File: src/rtl/contiguous_block_allocator_macros.svh
// Assertion macros shared by the allocator RTL.
`ifndef CONTIGUOUS_BLOCK_ALLOCATOR_MACROS_SVH
`define CONTIGUOUS_BLOCK_ALLOCATOR_MACROS_SVH

// The consequent holds in the same cycle as the antecedent.
`define CBA_ASSERT_SAME(lbl, clk, rst, ante, cons) \
   lbl: assert property (@(posedge clk) disable iff (rst) (ante) |-> (cons)) \
      else $error("assertion failed: lbl");

// The consequent holds in the cycle after the antecedent.
`define CBA_ASSERT_NEXT(lbl, clk, rst, ante, cons) \
   lbl: assert property (@(posedge clk) disable iff (rst) (ante) |=> (cons)) \
      else $error("assertion failed: lbl");

`endif

File: src/rtl/cba_pkg.sv
// Shared types and constants of the contiguous block allocator.
package cba_pkg;
   localparam int MAP_BLOCKS   = 256;
   localparam int WORD_BITS    = 8;
   localparam int WORDS        = MAP_BLOCKS / WORD_BITS;
   localparam int BLK_W        = $clog2(MAP_BLOCKS);
   localparam int LEN_W        = BLK_W + 1;
   localparam int WADDR_W      = $clog2(WORDS);
   localparam int BIT_W        = $clog2(WORD_BITS);
   localparam int SIZE_W       = 24;
   localparam int CSR_W        = 17;
   localparam int DIVD_W       = SIZE_W + 1;
   localparam int REM_W        = CSR_W + 1;
   localparam int DCNT_W       = $clog2(DIVD_W);
   localparam logic [CSR_W-1:0] BLOCK_BYTES_RESET = CSR_W'(4096);

   localparam logic OP_ALLOC = 1'b0;
   localparam logic OP_FREE  = 1'b1;
   localparam logic STATUS_OK       = 1'b0;
   localparam logic STATUS_NO_SPACE = 1'b1;

   typedef struct packed {
      logic              opcode;
      logic [SIZE_W-1:0] byte_size;
      logic [BLK_W-1:0]  first_block;
   } req_type;

   typedef struct packed {
      logic             status;
      logic [BLK_W-1:0] run_start;
      logic [LEN_W-1:0] run_length;
   } rsp_type;

   typedef enum logic [2:0] {
      ST_IDLE, ST_DIV, ST_DECIDE, ST_SCAN_RD, ST_SCAN_EX, ST_MK_RD, ST_MK_WR
   } state_type;
endpackage

File: src/rtl/contiguous_block_allocator.sv
// Top level of the first-fit contiguous block allocator.
//
// One request beat is taken on req_data when start is high and busy is low.
// The opcode either allocates the first run of free blocks large enough for
// byte_size, or frees a run from first_block. Sizes are rounded up to whole
// blocks by a one-bit-per-cycle divider using csr_write_data's register.
// The usage map lives in a 32 x 8 bit memory with a registered read port.
// After the accepting edge the divider runs, then a decision state; an
// allocation then scans map words (up to 32 words) through read and examine
// states, and the run is updated (up to 32 words) through read and write states.
// A new request can be taken during the strobe cycle; requests are handled
// one at a time.
// Each result beat appears on rsp_data for exactly one cycle with rsp_valid
// high; the receiver cannot stall it.
// Reset marks every block free through per-word valid bits and restores a
// block size of 4096 bytes. No clearing pass is needed.
// The block size register may be written only while busy is low.
module contiguous_block_allocator (
   input  logic                  clock,
   input  logic                  reset,
   input  logic                  start,
   output logic                  busy,
   input  cba_pkg::req_type      req_data,
   output logic                  rsp_valid,
   output cba_pkg::rsp_type      rsp_data,
   input  logic                  csr_write_en,
   input  logic [cba_pkg::CSR_W-1:0] csr_write_data
);
   import cba_pkg::*;

   state_type               state_ff, state_in;
   logic [CSR_W-1:0]        bb_ff;
   logic [CSR_W-1:0]        divisor;
   logic                    op_ff, op_in;
   logic [BLK_W-1:0]        first_ff, first_in;
   logic [DIVD_W-1:0]       divd_ff, divd_in;
   logic [DIVD_W-1:0]       quot_ff, quot_in;
   logic [REM_W-1:0]        rem_ff, rem_in;
   logic [DCNT_W-1:0]       dcnt_ff, dcnt_in;
   logic [LEN_W-1:0]        need_ff, need_in;
   logic [LEN_W-1:0]        cnt_ff, cnt_in;
   logic [BLK_W-1:0]        runst_ff, runst_in;
   logic [WADDR_W-1:0]      wp_ff, wp_in;
   logic [WADDR_W-1:0]      last_ff, last_in;
   logic [BLK_W-1:0]        lo_ff, lo_in;
   logic [LEN_W-1:0]        hi_ff, hi_in;
   logic                    rsp_valid_ff, rsp_valid_in;
   rsp_type                 rsp_ff, rsp_in;

   logic [WORD_BITS-1:0]    mem [WORDS];
   logic [WORDS-1:0]        wvalid_ff;
   logic [WORD_BITS-1:0]    rd_raw_ff;
   logic                    rd_valid_ff;
   logic [WORD_BITS-1:0]    rd_word;
   logic                    mem_re;
   logic                    mem_we;
   logic [WORD_BITS-1:0]    wr_word;

   logic [REM_W-1:0]        rem_sh;
   logic                    div_done;
   logic [LEN_W-1:0]        room;
   logic [LEN_W-1:0]        free_len;
   logic                    scan_found;
   logic [LEN_W-1:0]        scan_cnt;
   logic [BLK_W-1:0]        scan_start;
   logic [LEN_W-1:0]        run_end;

   assign busy      = (state_ff != ST_IDLE);
   assign rsp_valid = rsp_valid_ff;
   assign rsp_data  = rsp_ff;
   assign divisor   = (bb_ff == '0) ? CSR_W'(1) : bb_ff;
   assign rd_word   = rd_valid_ff ? rd_raw_ff : '0;
   assign rem_sh    = {rem_ff[REM_W-2:0], divd_ff[DIVD_W-1]};
   assign div_done  = (dcnt_ff == DCNT_W'(DIVD_W - 1));
   assign room      = LEN_W'(MAP_BLOCKS) - LEN_W'(first_ff);
   assign free_len  = (quot_ff < DIVD_W'(room)) ? quot_ff[LEN_W-1:0] : room;
   assign mem_re    = (state_ff == ST_SCAN_RD) || (state_ff == ST_MK_RD);
   assign mem_we    = (state_ff == ST_MK_WR);

   always_comb begin
      scan_cnt   = cnt_ff;
      scan_start = runst_ff;
      scan_found = 1'b0;
      for (int b = 0; b < WORD_BITS; b++) begin
         if (!scan_found) begin
            if (!rd_word[b]) begin
               if (scan_cnt == '0) begin
                  scan_start = {wp_ff, BIT_W'(b)};
               end
               scan_cnt = scan_cnt + LEN_W'(1);
               if (scan_cnt == need_ff) begin
                  scan_found = 1'b1;
               end
            end else begin
               scan_cnt = '0;
            end
         end
      end
   end

   always_comb begin
      for (int b = 0; b < WORD_BITS; b++) begin
         if ((LEN_W'({wp_ff, BIT_W'(b)}) >= LEN_W'(lo_ff)) &&
             (LEN_W'({wp_ff, BIT_W'(b)}) < hi_ff)) begin
            wr_word[b] = (op_ff == OP_ALLOC);
         end else begin
            wr_word[b] = rd_word[b];
         end
      end
   end

   always_comb begin
      state_in = state_ff;
      case (state_ff)
         ST_IDLE:    if (start) state_in = ST_DIV;
         ST_DIV:     if (div_done) state_in = ST_DECIDE;
         ST_DECIDE: begin
            if (op_ff == OP_ALLOC) begin
               if (quot_ff == '0 || quot_ff > DIVD_W'(MAP_BLOCKS)) state_in = ST_IDLE;
               else state_in = ST_SCAN_RD;
            end else begin
               if (free_len == '0) state_in = ST_IDLE;
               else state_in = ST_MK_RD;
            end
         end
         ST_SCAN_RD: state_in = ST_SCAN_EX;
         ST_SCAN_EX: begin
            if (scan_found) state_in = ST_MK_RD;
            else if (wp_ff == WADDR_W'(WORDS - 1)) state_in = ST_IDLE;
            else state_in = ST_SCAN_RD;
         end
         ST_MK_RD:   state_in = ST_MK_WR;
         ST_MK_WR:   state_in = (wp_ff == last_ff) ? ST_IDLE : ST_MK_RD;
         default:    state_in = ST_IDLE;
      endcase
   end

   always_comb begin
      op_in        = op_ff;
      first_in     = first_ff;
      divd_in      = divd_ff;
      quot_in      = quot_ff;
      rem_in       = rem_ff;
      dcnt_in      = dcnt_ff;
      need_in      = need_ff;
      cnt_in       = cnt_ff;
      runst_in     = runst_ff;
      wp_in        = wp_ff;
      last_in      = last_ff;
      lo_in        = lo_ff;
      hi_in        = hi_ff;
      rsp_valid_in = 1'b0;
      rsp_in       = rsp_ff;
      run_end      = '0;
      case (state_ff)
         ST_IDLE: begin
            if (start) begin
               op_in    = req_data.opcode;
               first_in = req_data.first_block;
               divd_in  = DIVD_W'(req_data.byte_size) + DIVD_W'(divisor) - DIVD_W'(1);
               quot_in  = '0;
               rem_in   = '0;
               dcnt_in  = '0;
            end
         end
         ST_DIV: begin
            divd_in = {divd_ff[DIVD_W-2:0], 1'b0};
            dcnt_in = dcnt_ff + DCNT_W'(1);
            if (rem_sh >= REM_W'(divisor)) begin
               rem_in  = rem_sh - REM_W'(divisor);
               quot_in = {quot_ff[DIVD_W-2:0], 1'b1};
            end else begin
               rem_in  = rem_sh;
               quot_in = {quot_ff[DIVD_W-2:0], 1'b0};
            end
         end
         ST_DECIDE: begin
            if (op_ff == OP_ALLOC) begin
               if (quot_ff == '0 || quot_ff > DIVD_W'(MAP_BLOCKS)) begin
                  rsp_valid_in = 1'b1;
                  rsp_in       = '{status: STATUS_NO_SPACE, run_start: '0, run_length: '0};
               end else begin
                  need_in  = quot_ff[LEN_W-1:0];
                  cnt_in   = '0;
                  runst_in = '0;
                  wp_in    = '0;
               end
            end else begin
               if (free_len == '0) begin
                  rsp_valid_in = 1'b1;
                  rsp_in       = '{status: STATUS_OK, run_start: '0, run_length: '0};
               end else begin
                  run_end = LEN_W'(first_ff) + free_len;
                  need_in = free_len;
                  lo_in   = first_ff;
                  hi_in   = run_end;
                  wp_in   = first_ff[BLK_W-1:BIT_W];
                  last_in = WADDR_W'((run_end - LEN_W'(1)) >> BIT_W);
               end
            end
         end
         ST_SCAN_EX: begin
            cnt_in   = scan_cnt;
            runst_in = scan_start;
            if (scan_found) begin
               run_end = LEN_W'(scan_start) + need_ff;
               lo_in   = scan_start;
               hi_in   = run_end;
               wp_in   = scan_start[BLK_W-1:BIT_W];
               last_in = WADDR_W'((run_end - LEN_W'(1)) >> BIT_W);
            end else if (wp_ff == WADDR_W'(WORDS - 1)) begin
               rsp_valid_in = 1'b1;
               rsp_in       = '{status: STATUS_NO_SPACE, run_start: '0, run_length: '0};
            end else begin
               wp_in = wp_ff + WADDR_W'(1);
            end
         end
         ST_MK_WR: begin
            if (wp_ff == last_ff) begin
               rsp_valid_in = 1'b1;
               rsp_in       = '{status: STATUS_OK,
                                run_start: (op_ff == OP_ALLOC) ? lo_ff : '0,
                                run_length: need_ff};
            end else begin
               wp_in = wp_ff + WADDR_W'(1);
            end
         end
         default: begin
         end
      endcase
   end

   always_ff @(posedge clock) begin
      if (reset) begin
         state_ff     <= ST_IDLE;
         bb_ff        <= BLOCK_BYTES_RESET;
         rsp_valid_ff <= 1'b0;
         wvalid_ff    <= '0;
      end else begin
         state_ff     <= state_in;
         rsp_valid_ff <= rsp_valid_in;
         if (csr_write_en) begin
            bb_ff <= csr_write_data;
         end
         if (mem_we) begin
            wvalid_ff[wp_ff] <= 1'b1;
         end
      end
   end

   always_ff @(posedge clock) begin
      op_ff    <= op_in;
      first_ff <= first_in;
      divd_ff  <= divd_in;
      quot_ff  <= quot_in;
      rem_ff   <= rem_in;
      dcnt_ff  <= dcnt_in;
      need_ff  <= need_in;
      cnt_ff   <= cnt_in;
      runst_ff <= runst_in;
      wp_ff    <= wp_in;
      last_ff  <= last_in;
      lo_ff    <= lo_in;
      hi_ff    <= hi_in;
      rsp_ff   <= rsp_in;
   end

   always_ff @(posedge clock) begin
      if (mem_we) begin
         mem[wp_ff] <= wr_word;
      end
      if (mem_re) begin
         rd_raw_ff   <= mem[wp_ff];
         rd_valid_ff <= wvalid_ff[wp_ff];
      end
   end

`include "contiguous_block_allocator_macros.svh"

   `CBA_ASSERT_NEXT(a_start_busy, clock, reset, start && !busy, busy)
   `CBA_ASSERT_SAME(a_rsp_idle, clock, reset, rsp_valid, !busy)
   `CBA_ASSERT_NEXT(a_rsp_single, clock, reset, rsp_valid, !rsp_valid)
   `CBA_ASSERT_SAME(a_fail_zero, clock, reset, rsp_valid && rsp_data.status,
      rsp_data.run_start == '0 && rsp_data.run_length == '0)

endmodule
File: config.mk
export PLATFORM = sky130hd
export DESIGN_NAME = contiguous_block_allocator
export DESIGN_NICKNAME = d
export VERILOG_FILES = /design/src/rtl/cba_pkg.sv /design/src/rtl/contiguous_block_allocator.sv
export VERILOG_INCLUDE_DIRS = /design/src /design/src/rtl
export SDC_FILE = /design/constraint.sdc
export NUM_CORES = 1
export LEC_CHECK = 0
export BUFFER_PORTS_ARGS = -buffer_cell sky130_fd_sc_hd__buf_2
export CAP_MARGIN = 20
export CELL_PAD_IN_SITES_DETAIL_PLACEMENT = 2
export CELL_PAD_IN_SITES_GLOBAL_PLACEMENT = 2
export CORE_UTILIZATION = 30
export CTS_BUF_LIST = sky130_fd_sc_hd__clkbuf_8
export DETAILED_ROUTE_END_ITERATION = 8
export PLACE_DENSITY_LB_ADDON = 0.12
export SYNTH_ARGS = -nofsm -noshare
export SYNTH_HDL_FRONTEND = slang
export SYNTH_SLANG_ARGS = --single-unit
File: constraint.sdc
create_clock -name clock -period 31.9 [get_ports clock]
set_input_delay 3.19 -clock clock [delete_from_list [all_inputs] [get_ports clock]]
set_output_delay 3.19 -clock clock [all_outputs]
set_load 0.02 [all_outputs]
[Word level (Yosys, flattened, before mapping)]
Memory sizes are Yosys's and may differ from the RTL's. A register that Yosys moved wholly into a read port is not among the register bits.
Cells that the tools add are included.
Cells by class
  reduce and logical (&&, ||, !) cells: 35
  equality and inequality tests: 35
  add/sub/neg operators: 18
  bitwise gates (word level): 2
  order comparisons: 21
  mux-type cells: 140
Operators by type and width (number)
  8-bit 2-to-1 mux: 30
  9-bit 2-to-1 mux: 24
  18-bit 2-to-1 mux: 6
  25-bit case mux with 2 select lines: 2
  9-bit logical NOT: 9
  9-bit by 1-bit adder with 9-bit output (second input constant): 8
  9-bit == test: 8
  8-bit by 9-bit less-than comparator with 1-bit output: 8
  8-bit >= comparator: 8
  18-bit case mux with 3 select lines: 1
  17-bit 2-to-1 mux: 3
  25-bit 2-to-1 mux: 2
  5-bit 2-to-1 mux: 10
  1-bit 2-to-1 mux: 42
  9-bit case mux with 2 select lines: 2
  17-bit case mux with 2 select lines: 1
  32-bit bitwise OR: 1
  8-bit case mux with 2 select lines: 2
  24-bit by 17-bit adder with 25-bit output: 1
  25-bit by 9-bit greater-than comparator with 1-bit output (second input constant): 1
  25-bit logical NOT: 1
  25-bit by 9-bit less-than comparator with 1-bit output: 1
  25-bit by 1-bit subtractor with 25-bit output (second input constant): 1
  2-bit != test (second input constant): 12
  35 further kinds: 67
Storage, ports and cells
  register bits: 206
  input bits: 54
  output and inout bits: 20
  word-level logic and storage cells: 273
  memory bits (writable): 256
  memories kept: 1
Memory list
  mem: words 32, width 8, rd ports 1, clocked after Yosys merged registers in 1, write ports 1, line contiguous_block_allocator.sv:50  | logic [WORD_BITS-1:0] mem [WORDS];

[Logic depth before layout (Yosys ltp)]
Gate-level depths: netlist of run 1.
  word-level depth: 28
  gate-level depth with buffers: 61
  depth with buffers taken out: 54

[Least setup slack after synthesis of run 1]
OpenSTA, ideal clock, no wires.
  path kind: register to register
  start: reg cnt_ff[1]
  end: reg last_ff[4], data pin
  setup time: 0.258 ns
  cell stages (with the launch flop): 56
  arrival: 11.004 ns
  required time: 31.642 ns
  period minus slack after synthesis: 11.261 ns
  path slack: 20.639 ns
  cell sequence: edfxtp_1 > ha_1 > and3_1 > xnor3_1 > a2111oi_1 > nand3_1 > a21o_1 > clkbuf_1 > nand2_1 > a21boi_0 > inv_1 > ha_1 > clkbuf_1 > nand3_1 > nor2_1 > mux2i_1 > xnor2_1 > xnor2_1 > [... 20 more ...] > o2111ai_1 > nand3_1 > a31o_2 > or4_4 > nand4_4 > mux2i_1 > inv_1 > ha_1 > inv_1 > o21ai_0 > and2_1 > o21ai_0 > nand2b_1 > xnor2_1 > nand2_1 > o21ai_0 > nand2_1 > xnor2_1
On the way
  cells in the longest elaborated chain, start to end: 28
  elaborated cells between the ends (all ways): 82
  those cells by class: add/sub: 9; eq/ne: 7; mux: 58; reduce/logical: 8
RTL lines
  start: declaration: line contiguous_block_allocator.sv:41  | logic [LEN_W-1:0] cnt_ff, cnt_in;
  start signal: assignment: line contiguous_block_allocator.sv:259  | cnt_ff <= cnt_in;
  9-bit by 1-bit adder with 9-bit output or 9-bit logical NOT (tied branches): line contiguous_block_allocator.sv:90, contiguous_block_allocator.sv:87
  9-bit 2-to-1 mux, or another cell as far along: line contiguous_block_allocator.sv:86  | if (!rd_word[b]) begin
  9-bit by 1-bit adder with 9-bit output, or another cell as far along: line contiguous_block_allocator.sv:90  | scan_cnt = scan_cnt + LEN_W'(1);
  9-bit 2-to-1 mux, or another cell as far along: line contiguous_block_allocator.sv:86
  9-bit 2-to-1 mux, or another cell as far along: line contiguous_block_allocator.sv:85  | if (!scan_found) begin
  9-bit by 1-bit adder with 9-bit output, or another cell as far along: line contiguous_block_allocator.sv:90
  9-bit 2-to-1 mux, or another cell as far along: line contiguous_block_allocator.sv:86
  9-bit 2-to-1 mux, or another cell as far along: line contiguous_block_allocator.sv:85
  [... 14 more ...]
  8-bit 2-to-1 mux: line contiguous_block_allocator.sv:86
  8-bit 2-to-1 mux (*): line contiguous_block_allocator.sv:85
  named net scan_start[3]: line contiguous_block_allocator.sv:65  | logic [BLK_W-1:0] scan_start;
  8-bit by 9-bit adder with 9-bit output (*): line contiguous_block_allocator.sv:206  | run_end = LEN_W'(scan_start) + need_ff;
  8-bit by 1-bit subtractor with 8-bit output (*): line contiguous_block_allocator.sv:210  | last_in = WADDR_W'((run_end - LEN_W'(1)) >> BIT_W);
  5-bit 2-to-1 mux (*): line contiguous_block_allocator.sv:205  | if (scan_found) begin
  5-bit case mux with 2 select lines (*): line contiguous_block_allocator.sv:155  | case (state_ff)
  named net last_in[4]: line contiguous_block_allocator.sv:44  | logic [WADDR_W-1:0] last_ff, last_in;
  end signal: assignment: line contiguous_block_allocator.sv:262  | last_ff <= last_in;
  end: declaration: line contiguous_block_allocator.sv:44
The timed path passes the listed nets; every way through them passes the cells marked *. The select of a mux whose other input is x is not followed.
A chain may end at the register's enable or synchronous reset.

[Worst setup path after layout of run 1]
  start: reg cnt_ff[0]
  end: reg last_ff[4], data pin
Same word-level chain as after synthesis.

==> impl_metrics.toml, run 1 <==
[yosys]
synth_fp_nets = 2745
ys_ff_latch = 470
syn_area_per_cell_um2 = 10.90
synth_cell_types = 111
async_flop_share = 0
ys_seq_area_frac = 0.4849
ys_warn_count = 0
synth_edf_count = 417
postSynthCellCount = 2570
ys.flop_type = "edfxtp_1"
syn_area_um2 = 28010

[setup_path]
critical_path_class = "flip-flop to flip-flop"
crit_path_end_kind = "flip-flop"
cp_data_arrival_time_ps = 15120
max_stage_delay_ps = 730
cp_common_cell = "ha_1"
crit_required_ps = 32340
critPathMaxFanout = 15
reg2regPathDepth = 48
startpoint_type = "flip-flop"
slowest_stage = "o32ai_1"

[power_and_ir_drop]
ir_drop_mv = 0.03299
p_switching_mw = 0.6482
powerDensity_nw_per_um2 = 61.25
pwr-share-seq = 0.418
switching_share = 0.3337
p_total_mw = 1.942
internal_power_mw = 1.294
p_comb_frac = 0.270
p_leak_nw = 12.05
clock_power_share = 0.312

[detailed_routing]
vias = 21270
first_iter_violations = 1099
drc = 0
dr.pass1.iters = 5
totalWireLength_um = 97350
vias_per_cell = 5.363
wire_per_inst_um = 24.55
ant_nets = 0

[placed_design]
dpl-instance-area_um2 = 29820
dp_hpwl_um = 69670
placed_cells = 3799
preCtsSetupSlack_ps = 17280
place_congestion = 0.8505
numPortBuffers = 73

[clocking]
clkSinkCount = 470
path_clk_slew_ps = 60
clk_path_buf_depth = 3
cts-root-buf = "clkbuf_8"
cts_setup_buffers = 0
hold_buffers = 0
clkLatencyLatePin_ps = 710
numCtsBuffers = 85
htreeDepth = 3
cts_tree = "built"
ctsResizeCount = 0

[timing]
rsz0062_at_grt = "false"
skew_ps = 44.11
tightest_slew_ps = 1062
fin_tns_setup_ps = 0
max_freq_mhz = 68.12
finalHoldViolCount = 0
relSlewSlack = 0.2765
finalCriticalPeriod_ps = 14680
slew_violations = 0
finalSetupViolations = 0
layout_setup_ws_ps = 17220
timing.final.crit_share = 0.4602

[die]
die_area_um2 = 94590
die_x_um = 307.6
die_h_um = 307.6
ios = 74
core_area_um2 = 92080
start_util = 0.3042
rows = 111

[global_routing]
grt_max_degree = 53
antenna_found_initial = 2
grt_pass1_wl_um = 147600
grt.total_usage = 0.2068
grt_overflow = 0
grt_pass1_vias = 23370

[layout]
drive_above_1_share = 0.1441
area_delta_synth_final_pct = 13.21
nets = 2824
fin_cells = 3965
design_area_um2 = 31710

[status]
run_status = "finished, final reports clean"

[flow_run]
cap_viol_max_count = 0

[min_path]
hold_path_class = "flip-flop to flip-flop"
holdPathStages = 2
[power by group through the flow]
stage	logic [mW]	registers, mW	clock network, mW
final	0.524	0.811	0.607
after global routing	0.584	0.818	0.649
after CTS	0.530	0.813	0.627
after detailed placement	0.525	0.825	0
after global placement	0.506	0.822	0
after floorplan	0.369	0.806	0
[logic make-up after synthesis]
kind of cell | count (synthesis) | synth area share
adder cells (fa/ha/maj) | 121 | 0.05512
buffers and inverters | 317 | 0.04413
XOR/XNOR | 146 | 0.05007
flip-flops | 470 | 0.4849
AO/OA/AOI/OAI | 539 | 0.1334
AND/OR/NAND/NOR | 841 | 0.1513
multiplexers | 136 | 0.08103
[cell type report]
type	instances	area [um2]
fillers	9906	60370
flip-flops and latches	470	13580
multi-input cells	1783	13300
well taps	1243	1555
clock buffers	95	1308
repair buffers	121	782.0
inverters	188	705.7
clock inverters	63	478.0
diodes	2	5.005
[critical path: cells and delay by family (launching register included)]
kind                       cells  cell delay [ps]
AOI/OAI and AO/OA             19             6030
and+or+nand+nor               14             3620
adders and majority gates      5             1830
muxes                          2             1030
xor gates and xnor gates       4              820
DFF                            1              520
buffers and inverters          4              520
[layout by cell type, fill, tap and decap left out, drive strengths merged, types with 11 or more instances in the layout]
master,synthesis,routed
inv,187,217
buf,35,121
and2,32,32
a21boi,11,11
or2,12,12
xnor2,92,92
mux4,72,72
nor3,54,54
nand2,164,164
o21ai,110,110
nand3,70,70
nand4,38,38
a31o,11,11
xor2,45,45
or3,24,24
nor2,279,279
a22oi,42,42
a21oi,117,117
clkbuf,94,95
o211ai,31,31
and3,55,55
mux2i,58,58
a211oi,14,14
a31oi,21,21
nor4,34,34
ha,117,117
clkinv,1,27
edfxtp,417,417
dfxtp,53,53
a21o,42,42
nand2b,18,18
o31ai,18,18
o21a,12,12
[state kept, by name, indices dropped and copies added, names as in the netlist]
signal	cells
dcnt_ff	5
op_ff	1
last_ff	5
quot_ff	25
first_ff	8
rem_ff	17
bb_ff	17
wvalid_ff	32
rd_raw_ff	8
wp_ff	5
state_ff	3
hi_ff	9
lo_ff	8
cnt_ff	9
rd_valid_ff	1
need_ff	9
divd_ff	25
runst_ff	8
rsp_valid	1
mem	256
rsp_data	18
[path summary, 6_finish.rpt]
check / start / slack [ps] / end
max reg2reg: cnt_ff[0] / 17220 / last_ff[4]
min reg2reg: wvalid_ff[19] / 470 / wvalid_ff[19]
max: cnt_ff[0] / 17220 / last_ff[4]
min: wvalid_ff[19] / 470 / wvalid_ff[19]
[cells in the mapped netlist, types with 10 or more instances]
cell type	count	area, um2
a31o_2	10	87.58
inv_1	186	698.2
nand4_1	36	225.2
o31ai_1	18	135.1
mux2i_1	58	580.6
o21ai_0	96	480.5
xor2_1	45	394.1
buf_2	16	80.08
o21a_1	12	90.09
nand2_1	164	615.6
edfxtp_1	417	12520
o211ai_1	31	232.7
or3_1	23	143.9
xnor2_1	92	805.8
o21ai_1	13	65.06
and3_1	55	344.1
buf_1	13	48.80
a21oi_1	113	565.5
nor2b_1	10	62.56
a22oi_1	42	315.3
a211oi_1	13	97.59
a21o_1	42	315.3
a31oi_1	19	118.9
nor3_1	54	270.3
and2_1	31	193.9
a211o_1	10	87.58
ha_1	117	1464
dfxtp_1	53	1061
nor2_1	276	1036
mux4_2	72	1622
nand3_1	69	345.3
nor4_1	28	175.2
clkbuf_1	94	352.8
nand2b_1	18	112.6
[metal layers]
metal  vias to the layer above  wire length, um  global-route usage
met5                         -                0                   0
met4                         0             2250             0.05982
met3                       122             3162             0.02471
met2                       397            47770              0.3581
met1                     10980            44170              0.2701
li1                       9771                -                   -
[metrics by stage]
step,hold slack [ps],util
global route,499.0,0.3444
floorplan,434.8,-
detailed placement,459.8,0.3238
CTS,473.0,0.3432
finish,466.7,0.3444
global placement,443.7,0.3238
Power figures use the tool's default switching activity.
==> run 2: changes to the inputs <==
- clock period: 31.9 -> 13 ns (I/O delays scaled with it)
==> run 2 against run 1 <==
Net effect: global-route usage decreased by 0.064 points; clock power rose by 150%; non-clock buffer count up 28; via count about the same; combinational power up 150%; setup slack got worse by 16000 ps; total power is 150% higher; critical path depth up 6; hold slack improved by 4.6 ps; register-to-register slack worse by 16000 ps; flip-flop and latch count did not move; largest cell class unchanged; highest routed layer unchanged.
==> impl_metrics.toml, run 2 (synthesis results as in run 1) <==
[status]
run_status = "finished, final reports clean"

[die]
die_area_um2 = 94590
die_h_um = 307.6
die_x_um = 307.6
start_util = 0.3042
rows = 111
ios = 74
core_area_um2 = 92080

[timing]
skew_ps = 43.89
fin_tns_setup_ps = 0
layout_setup_ws_ps = 1025
rsz0062_at_grt = "false"
finalCriticalPeriod_ps = 11980
slew_violations = 0
tightest_slew_ps = 1051
max_freq_mhz = 83.50
timing.final.crit_share = 0.9212
relSlewSlack = 0.2847
finalHoldViolCount = 0
finalSetupViolations = 0

[clocking]
cts-root-buf = "clkbuf_8"
path_clk_slew_ps = 60
clkLatencyLatePin_ps = 690
cts_tree = "built"
htreeDepth = 3
hold_buffers = 0
numCtsBuffers = 85
clk_path_buf_depth = 3
clkSinkCount = 470

[detailed_routing]
drc = 0
vias_per_cell = 5.329
top_layer_used = "met4"
wl_met2_um = 47850
dr.pass1.iters = 5
totalWireLength_um = 97150
vias = 21260
wire_per_inst_um = 24.35
drt-met1-wl_um = 44290
first_iter_violations = 1174
ant_nets = 0
dr_wl_met3_um = 2690

[global_routing]
grt_overflow = 0
grt.total_usage = 0.2062
grt_pass1_vias = 23410
grt_pass1_wl_um = 147700
grt_max_degree = 53
antenna_found_initial = 1

[placed_design]
dp_hpwl_um = 70170
numPortBuffers = 73
preCtsSetupSlack_ps = 686.4
place_congestion = 0.8708
placed_cells = 3827

[setup_path]
r2r-start = "cnt_ff[0]"
max_stage_delay_ps = 570
crit_required_ps = 13420
cp_common_cell = "ha_1"
critPathMaxFanout = 15
worstSetupStartpoint = "cnt_ff[0]"
startpoint_type = "flip-flop"
cp_data_arrival_time_ps = 12390
critical_path_class = "flip-flop to flip-flop"
crit_path_end_kind = "flip-flop"
slowest_stage = "or4_4"

[layout]
final_util = 0.3470
layout_commonest_cell = "edfxtp_1"
fin_cells = 3990
layout_common_cells = "edfxtp_1, nor2_1, inv_1"
nets = 2852
largest_reg_flops = 256
drive_above_1_share = 0.1552
top_register = "mem"
reg_top3 = "mem x256, wvalid_ff x32"
area_delta_synth_final_pct = 14.06

[min_path]
hold_path_class = "flip-flop to flip-flop"
hp-start = "wvalid_ff[26]"

[power_and_ir_drop]
p_leak_nw = 12.18
ir_drop_mv = 0.09027
powerDensity_nw_per_um2 = 150.1

[flow_run]
cap_viol_max_count = 0
run 2: changes by cell type in the layout (fill, tap and decap cells not counted), sizes merged:
cell,previous run,this run
bufinv,6,7
inv,217,210
clkbuf,95,97
clkinv,27,28
buf,121,149
run 2: layout make-up:
cell class	instances	area (um2)
Fill cell	9812	60130
Sequential cell	470	13580
Multi-Input combinational cell	1783	13310
Tap cell	1243	1555
Clock buffer	97	1335
Timing Repair Buffer	149	983.4
Inverter	188	705.7
Clock inverter	58	476.7
Antenna cell	2	5.005
run 2: final timing paths:
check,slack [ps],to,cells past startpoint
min,470,wvalid_ff[26],2
min reg2reg,470,wvalid_ff[26],2
max reg2reg,1020,last_ff[4],54
max,1020,last_ff[4],54
run 2: repair_timing:
action | 4_1_cts | 5_1_grt
setup endpoints to repair | 0 | 52
gates resized for setup | 0 | 4
buffers inserted | 0 | 0
run 2: where the power goes:
| part | total, mW | leakage [nW] | internal [mW] | switching (mW) |
|---|---|---|---|---|
| Combinational | 1.30 | 6.88 | 0.493 | 0.803 |
| Clock | 1.50 | 1.01 | 0.830 | 0.675 |
| Sequential | 2.00 | 4.29 | 1.89 | 0.108 |
run 2: worst max-delay path, delay by kind of cell, from the launching register on:
| kind | cells | cell delay, ps |
|---|---|---|
| adder cells (fa/ha/maj) | 6 | 1830 |
| AND/OR/NAND/NOR | 20 | 3740 |
| buffers and inverters | 8 | 1210 |
| AO/OA/AOI/OAI | 12 | 2490 |
| XOR/XNOR | 5 | 850 |
| flip-flops | 1 | 540 |
| multiplexers | 3 | 1000 |
run 2: routing by layer:
metal / track usage / vias up
met2: 0.3586 / 348
met3: 0.02443 / 129
met5: 0 / -
li1: - / 9824
met4: 0.05820 / 0
met1: 0.2685 / 10960
run 2: metrics by stage:
step	power [mW]	hold WS [ps]	area [um2]
after global routing	5.074	499.5	31950
after CTS	4.867	478.4	31840
after global placement	3.277	444.6	30030
after floorplan	2.882	434.8	28010
final	4.797	471.3	31950
after detailed placement	3.327	464.7	30030
==> run 3: changes to the inputs <==
- CORE_ASPECT_RATIO: default -> 2
==> run 3 against run 2 <==
Net effect: cell area up 0.11%; clock skew is 4.9 ps higher; critical path depth fell by 5; sequential power about the same; setup slack worse by 210 ps; maximum frequency decreased by 1.7%; first-iteration DRC count shrank 30%; largest cell class unchanged; highest routed layer is now met5.
==> impl_metrics.toml, run 3 (synthesis results as in run 1) <==
[status]
run_status = "finished, final reports clean"

[setup_path]
r2r_end = "hi_ff[8]"
critPathMaxFanout = 12
r2r-start = "rd_valid_ff"
ff2ff_setup_slack_ps = 810
cp_data_arrival_time_ps = 12620
critPathTopFamily = "simple AND/OR/NAND/NOR gates"
startpoint_type = "flip-flop"
cp_common_cell = "nand2_1"
worst-path-buf-inv = 6
slowest_stage = "or4_4"
reg2regPathDepth = 49
max_stage_delay_ps = 570
crit_path_end_kind = "flip-flop"
critical_path_class = "flip-flop to flip-flop"
crit_required_ps = 13440

[clocking]
clk_path_buf_depth = 3
hold_buffers = 0
cts_tree = "built"
clkSinkCount = 470
numCtsBuffers = 74
cts-root-buf = "clkbuf_8"
path_clk_slew_ps = 70
htreeDepth = 3
clkLatencyLatePin_ps = 720
cts_setup_buffers = 0

[layout]
top_register = "mem"
layout_common_cells = "edfxtp_1, nor2_1, inv_1"
largest_reg_flops = 256
area_delta_synth_final_pct = 14.19
reg_top3 = "mem x256, wvalid_ff x32"
nets = 2891
final_util = 0.3457
drive_above_1_share = 0.1636
layout_commonest_cell = "edfxtp_1"

[global_routing]
grt_pass1_vias = 24690
grt_max_degree = 80
grt.total_usage = 0.2355
antenna_found_initial = 2
grt_overflow = 0
grt_pass1_wl_um = 161900

[die]
rows = 158
die_area_um2 = 94670
start_util = 0.3028
die_x_um = 218.1
core_area_um2 = 92520
ios = 74
die_h_um = 434.1

[min_path]
hp-start = "wvalid_ff[30]"
hold_path_class = "flip-flop to flip-flop"
holdPathStages = 2
min_to = "wvalid_ff[30]"

[timing]
finalHoldViolCount = 0
finalCriticalPeriod_ps = 12190
skew_ps = 48.79
tightest_slew_ps = 1093
timing.final.crit_share = 0.9374
fin_tns_setup_ps = 0
max_freq_mhz = 82.06
rsz0062_at_grt = "false"
fin_hold_ws_ps = 479.4
finalSetupViolations = 0
slew_violations = 0
relSlewSlack = 0.2696

[detailed_routing]
vias_per_cell = 5.450
vias = 21670
totalWireLength_um = 110300
dr.pass1.iters = 6
first_iter_violations = 827
drc = 0
wire_per_inst_um = 27.74
ant_nets = 0

[flow_run]
cap_viol_max_count = 0

[placed_design]
place_congestion = 0.9336
numPortBuffers = 73
dp_hpwl_um = 86360

[power_and_ir_drop]
p_leak_nw = 12.26
powerDensity_nw_per_um2 = 147.1
ir_drop_mv = 0.1082
## run 3: cell types whose count changed in the layout (fill, tap and decap cells not counted), moves of 2 or more
cell,delta
buf_4,+45
clkbuf_8,-20
buf_12,+6
clkinv_8,-3
clkinvlp_4,+3
inv_6,+3
clkinv_1,-2
clkinv_2,-2
inv_1,+2
nor3b_1,+2
nor3b_2,-2
## run 3: per-stage QoR
| stage | power, mW | instances | setup WS, ps | instance area, um2 |
|---|---|---|---|---|
| global placement | 3.366 | 3835 | 777.9 | 30380 |
| floorplan | 2.882 | 2570 | 1739 | 28010 |
| global route | 4.958 | 3976 | 53.58 | 31980 |
| detailed placement | 3.438 | 3836 | 460.2 | 30390 |
| finish | 4.706 | 3976 | 814.4 | 31980 |
| CTS | 4.782 | 3971 | 443.7 | 31880 |
## run 3: worst register-to-register path: cells and delay by family (launching register included)
family	cells	cell delay, ps
simple gates	18	4590
xor+xnor	2	280
buf+inv	6	830
flops	1	460
fa+ha+maj	4	1250
compound gates	18	4260
mux	1	240
## run 3: routing by layer
metal | wire, um | track usage | part of all wire
met1 | 34280 | 0.1989 | 0.31
met4 | 8336 | 0.1645 | 0.076
met2 | 64790 | 0.4878 | 0.59
met3 | 2858 | 0.02812 | 0.026
met5 | 13 | 0 | 0.00012
## run 3: power by group
group	switching (mW)	total [mW]	internal (mW)	leakage [nW]
Sequential	0.105	1.99	1.89	4.29
Clock	0.636	1.31	0.677	0.838
Combinational	0.859	1.40	0.540	7.13
Total	1.60	4.71	3.11	12.3
## run 3: worst max path at each step
stage	from	cells past startpoint	end
2_1_floorplan	cnt_ff[1]	55	last_ff[4]
3_3_place_gp	rd_valid_ff	50	hi_ff[8]
3_5_place_dp	rd_valid_ff	49	hi_ff[8]
4_1_cts	rd_valid_ff	49	hi_ff[8]
5_1_grt	cnt_ff[0]	44	last_ff[4]
6_report	rd_valid_ff	49	hi_ff[8]
## run 3: final cells by class
class                           instances  area (um2)
Clock inverter                         58       429.2
Sequential cell                       470       13580
Timing Repair Buffer                  199        1410
Clock buffer                           77        1060
Multi-Input combinational cell       1783       13290
Fill cell                            9932       60530
Inverter                              188       705.7
Antenna cell                            1       2.502
Tap cell                             1200        1501
## run 3: repair_timing
item / in CTS / in global routing
resized for setup: 0 / 5
setup endpoints to repair: 0 / 9
hold endpoints to repair: 0 / 0
